File: config.mk
export PLATFORM = sky130hd
export DESIGN_NAME = ploq_chain
export DESIGN_NICKNAME = d
export VERILOG_FILES = /design/src/sv/ploq_pkg.sv /design/src/sv/ploq_cell.sv /design/src/sv/ploq_chain.sv
export SDC_FILE = /design/constraint.sdc
export NUM_CORES = 2
export LEC_CHECK = 0
export BUFFER_PORTS_ARGS = -buffer_cell sky130_fd_sc_hd__buf_2
export CORE_MARGIN = 2
export CORE_UTILIZATION = 55
export CTS_BUF_LIST = sky130_fd_sc_hd__clkbuf_8
export CTS_CLUSTER_SIZE = 40
export DETAILED_ROUTE_END_ITERATION = 10
export PLACE_DENSITY = 0.8
export SYNTH_ARGS = -nofsm -noshare
export SYNTH_HDL_FRONTEND = slang
export SYNTH_SLANG_ARGS = --single-unit
File: constraint.sdc
create_clock -name clk -period 5.4 [get_ports clk]
set_input_delay 1.08 -clock clk [delete_from_list [all_inputs] [get_ports clk]]
set_output_delay 1.08 -clock clk [all_outputs]
set_load 0.1 [all_outputs]
File: src/sv/ploq_pkg.sv
// Shared constants, codes and types for the price level order queue.
`default_nettype none

package ploq_pkg;

  localparam int MAX_ORDERS = 64;
  localparam int IDX_W      = $clog2(MAX_ORDERS);
  localparam int CNT_W      = $clog2(MAX_ORDERS + 1);
  localparam int RESULT_CAP = 64;
  localparam int REC_W      = $clog2(RESULT_CAP + 1);
  localparam int POS_W      = 6;
  localparam int COUNT_W    = 7;
  localparam int TOTAL_W    = 38;
  localparam int ID_W       = 32;
  localparam int QTY_W      = 32;
  localparam int PRICE_W    = 32;

  typedef enum logic [2:0] {
    ST_OK         = 3'd0,
    ST_NOT_FOUND  = 3'd1,
    ST_EMPTY      = 3'd2,
    ST_FULL       = 3'd3,
    ST_RECORD     = 3'd4,
    ST_NO_RECORDS = 3'd5
  } status_t;

  typedef enum logic [1:0] {
    MODE_ADD    = 2'd0,
    MODE_REMOVE = 2'd1,
    MODE_READ   = 2'd2
  } mode_t;

  typedef struct packed {
    logic [ID_W-1:0]  id;
    logic [QTY_W-1:0] qty;
  } entry_t;

  typedef struct packed {
    logic             shift;
    logic             wr_en;
    logic [IDX_W-1:0] wr_idx;
    entry_t           wr_data;
  } chain_ctrl_t;

endpackage

`default_nettype wire

File: src/sv/ploq_cell.sv
// One queue cell: holds an entry, loads it by index or takes the neighbor's entry on shift.
`default_nettype none

module ploq_cell
  import ploq_pkg::*;
(
  input  wire logic             clk,
  input  wire logic [IDX_W-1:0] cell_idx,
  input  wire chain_ctrl_t      ctrl,
  input  wire entry_t           nbr,
  output entry_t                q
);

  entry_t data_r;
  entry_t data_nxt;
  logic   sel;

  always_comb begin
    sel = ctrl.wr_en && (ctrl.wr_idx == cell_idx);
    if (sel) begin
      data_nxt = ctrl.wr_data;
    end else if (ctrl.shift) begin
      data_nxt = nbr;
    end else begin
      data_nxt = data_r;
    end
  end

  always_ff @(posedge clk) begin
    data_r <= data_nxt;
  end

  assign q = data_r;

endmodule

`default_nettype wire

File: src/sv/ploq_chain.sv
// Row of queue cells shifting toward the head, with the head entry exposed.
`default_nettype none

module ploq_chain
  import ploq_pkg::*;
(
  input  wire logic        clk,
  input  wire chain_ctrl_t ctrl,
  output entry_t           head
);

  entry_t cell_q [MAX_ORDERS];

  for (genvar i = 0; i < MAX_ORDERS; i++) begin : g_cell
    entry_t nbr;
    if (i == MAX_ORDERS - 1) begin : g_end
      assign nbr = '0;
    end else begin : g_mid
      assign nbr = cell_q[i+1];
    end
    ploq_cell u_cell (
      .clk      (clk),
      .cell_idx (IDX_W'(i)),
      .ctrl     (ctrl),
      .nbr      (nbr),
      .q        (cell_q[i])
    );
  end

  assign head = cell_q[0];

endmodule

`default_nettype wire

==> results.rst <==
.. list-table::
   :header-rows: 1

   * - Metric
     - Value
   * - Run status
     - complete, no violations
   * - Instance count of the mapped netlist
     - 9,255
   * - Crit-path max cell delay
     - 0.65 ns
   * - Number of global-route vias before repair
     - 88,400
   * - Syn nets
     - 9,328
   * - Leakage component of the power
     - 65.4 nW
   * - Post-synthesis register bit count
     - 4,096
   * - Synthesis Warnings
     - 0
   * - Mapped Avg Cell Area
     - 18.8 um2
   * - Synth area leaders
     - sky130_fd_sc_hd__edfxtp_1 71%, sky130_fd_sc_hd__mux2_2 24%, sky130_fd_sc_hd__mux2_1 1.8%
   * - Type of origin of the critical path
     - flip-flop
   * - Fraction of the cycle the final worst path needs
     - 65.6%
   * - Global routing usage summed across all routing layers
     - 22.5%
   * - Crit path capture type
     - output pin
   * - Area growth from synthesis to layout
     - 8.74%
   * - Power per unit of standard cell area
     - 343 mW/mm2
   * - 1st-pass router iterations
     - 5
   * - Global-route wire length before repair
     - 553,000 um
   * - Initial antenna violation count
     - 22
   * - Floorplan die width
     - 566 um
   * - Clock share of power
     - 35.8%
   * - Met3 WL post-DR
     - 23,800 um
   * - Proportion of power drawn by flip-flops and latches
     - 58.4%
   * - Clock tree from TritonCTS
     - yes
   * - Highest layer used for signal routing
     - met5
   * - Placement Setup Slack
     - 0.942 ns
   * - Detailed router's first-iteration violation count
     - 7,765
   * - Leading cell type by number of instances after synthesis
     - sky130_fd_sc_hd__edfxtp_1
   * - Sum of buffers and inverters on the critical path
     - 1
   * - Detail Route met2 WL
     - 184,000 um
   * - Fraction of power consumed by combinational cells
     - 5.8%
   * - Proportion of register bits with asynchronous set or reset after synthesis
     - 0%
   * - Die Y-Extent
     - 566 um
   * - Top-Level Pins
     - 137
   * - Clock tree skew after final layout
     - 0.106 ns
   * - Sequential-to-total area share from yosys stat
     - 70.7%
   * - TritonCTS sink count
     - 4,096
   * - Synth area leader
     - sky130_fd_sc_hd__edfxtp_1
   * - Fillers
     - 21,400
   * - MaxCap Viol Count
     - 0
   * - Cell internal pwr
     - 50.0 mW
   * - Overall Power
     - 64.8 mW
   * - Worst Hold Class
     - in -> reg
   * - Worst vdd rail ir drop
     - 319 uV
   * - Cell type group with the largest total delay on the critical path
     - flip-flops
   * - Post-DRT Antenna Nets
     - 0
   * - Ranking of synthesized cells by instance count
     - 4,096 x sky130_fd_sc_hd__edfxtp_1, 3,755 x sky130_fd_sc_hd__mux2_2, 421 x sky130_fd_sc_hd__clkbuf_1
   * - Root buffer cell
     - sky130_fd_sc_hd__clkbuf_8
   * - Slew Limit Headroom
     - 17.3%
   * - Number of flip-flops under the largest register name
     - 4,096
   * - EDFF count, synth
     - 4,096
   * - Cell chain of the critical path
     - buf_2
   * - H-tree levels
     - 6
   * - Core area
     - 0.315 mm2
   * - Average wire length per cell after detail routing
     - 26.3 um
   * - Remaining global-route overflow
     - 0
   * - Vias per std cell
     - 6.01
   * - Data arrival time of the critical path
     - 2.46 ns
   * - Hold violation total from the final report
     - 0
   * - Pin slew with the least headroom to its limit
     - 1.24 ns
   * - Count of hold-fix buffers inserted at cts
     - 0
   * - Max-slew violations
     - 0
   * - Net switching fraction of the power
     - 22.8%
   * - Area share of the largest cell type after synthesis
     - 70.7%
   * - Detailed-route DRC error count
     - 0
   * - Switching pwr
     - 14.8 mW
   * - Worst-Skew Late Latency
     - 1.23 ns
   * - Area of the mapped netlist
     - 0.174 mm2
   * - Number of rows created at floorplan
     - 206
   * - Fraction of the core area covered by cells at the end of the flow
     - 60.1%
   * - Ys flop type
     - sky130_fd_sc_hd__edfxtp_1
   * - Clk pin slew, worst setup/hold paths
     - 0.07 ns
   * - Unrepaired setup endpoints after global routing
     - no
   * - Detailed-route wire length on metal 1
     - 148,000 um
   * - Setup repair bufs after CTS
     - 0
   * - Area used by multi-input combinational logic
     - 0.0472 mm2
   * - Initial core utilization
     - 55.2%
   * - Fraction of final layout cells with drive strength greater than 1
     - 50.7%
   * - Crit path kind
     - reg -> out
   * - Total Neg Setup Slack
     - 0 ns
   * - Number of distinct library cell variants in the gate-level netlist after synthesis
     - 23
   * - Number of vias in the routed layout
     - 83,800
   * - Data required time at the worst endpoint
     - 4.32 ns
   * - Final worst-path setup slack
     - 1.86 ns
   * - Maximum number of pins on one net before global-route repair
     - 66
   * - Maximum clock path buffer count
     - 4
   * - Sum of net half-perimeters after detailed placement
     - 219,000 um
   * - Fmax
     - 282 MHz
   * - Fin crit period
     - 3.54 ns
   * - Routed wire length
     - 367,000 um
   * - Sequential Area
     - 0.123 mm2
   * - Input/output buffers
     - 136
   * - Last weighted congestion value of the routability-driven placer
     - 0.832
   * - DIE AREA
     - 0.321 mm2
   * - Num CTS Buffers
     - 634
   * - Number of resized instances in the post-cts repair step
     - 0
   * - Post-layout nets
     - 9,392
   * - Count of final setup violators
     - 0
   * - Biggest fanout along the worst timing path
     - 1
   * - Slowest CP cell
     - sky130_fd_sc_hd__edfxtp_1
area by class of cell:
class	count	share of cell area, %
antenna	11	0.0146
clock buffer	643	4.68
clock inverter	454	1.19
multi-input combinational	4248	24.9
sequential	4096	65.0
tap	4160	2.75
timing repair buffer	339	1.41
placed cells by master, fill, tap and decap left out, drive strengths merged:
cell,count
nor2,20
and3,1
clkinv,195
nand4,1
buf,339
and4bb,6
or3b,1
nand2,44
inv,245
nand2b,44
nor4,1
and2,64
and3b,2
bufinv,4
nand3b,2
diode,11
nand3,1
nor3b,1
or2,20
nor4b,4
clkbuf,643
clkinvlp,10
mux2,4032
nand4b,4
edfxtp,4096
power groups by stage:
stage,combinational [mW],clock (mW),sequential [mW]
final,3.76,23.2,37.8
after global routing,4.00,25.0,38.0
after CTS,3.77,23.6,37.9
after detailed placement,3.73,0,38.5
after global placement,3.62,0,38.5
after floorplan,2.39,0,38.4
final timing paths:
| check | start | endpoint | slack (ns) | depth (start not counted) |
|---|---|---|---|---|
| setup / recovery | g_cell[0].u_cell.q[23] | head[23] | 1.86 | 1 |
| hold / removal | ctrl[51] | g_cell[1].u_cell.q[51] | 0.32 | 2 |
| setup reg to reg | g_cell[45].u_cell.q[11] | g_cell[44].u_cell.q[11] | 4.27 | 1 |
| hold reg to reg | g_cell[54].u_cell.q[22] | g_cell[53].u_cell.q[22] | 0.46 | 1 |
through the flow:
step / instances / area, um2 / hold WS [ns]
2_1_floorplan: 9255 / 174000 / 0.508
3_3_place_gp: 12800 / 178000 / 0.511
3_5_place_dp: 12800 / 178000 / 0.517
4_1_cts: 13900 / 189000 / 0.197
5_1_grt: 13900 / 189000 / 0.257
6_report: 14000 / 189000 / 0.318
per-layer routing:
layer / vias up / global-route usage (%)
li1: 36200 / -
met1: 43900 / 29.7
met2: 3026 / 38.3
met3: 657 / 3.44
met4: 6 / 7.34
met5: - / 0
kinds of logic after synthesis:
logic type / share of synthesized area [%]
buffers and inverters: 2.46
AND/OR/NAND/NOR: 0.747
multiplexers: 26.1
flip-flops: 70.7
(Power assumes the default switching activity.)
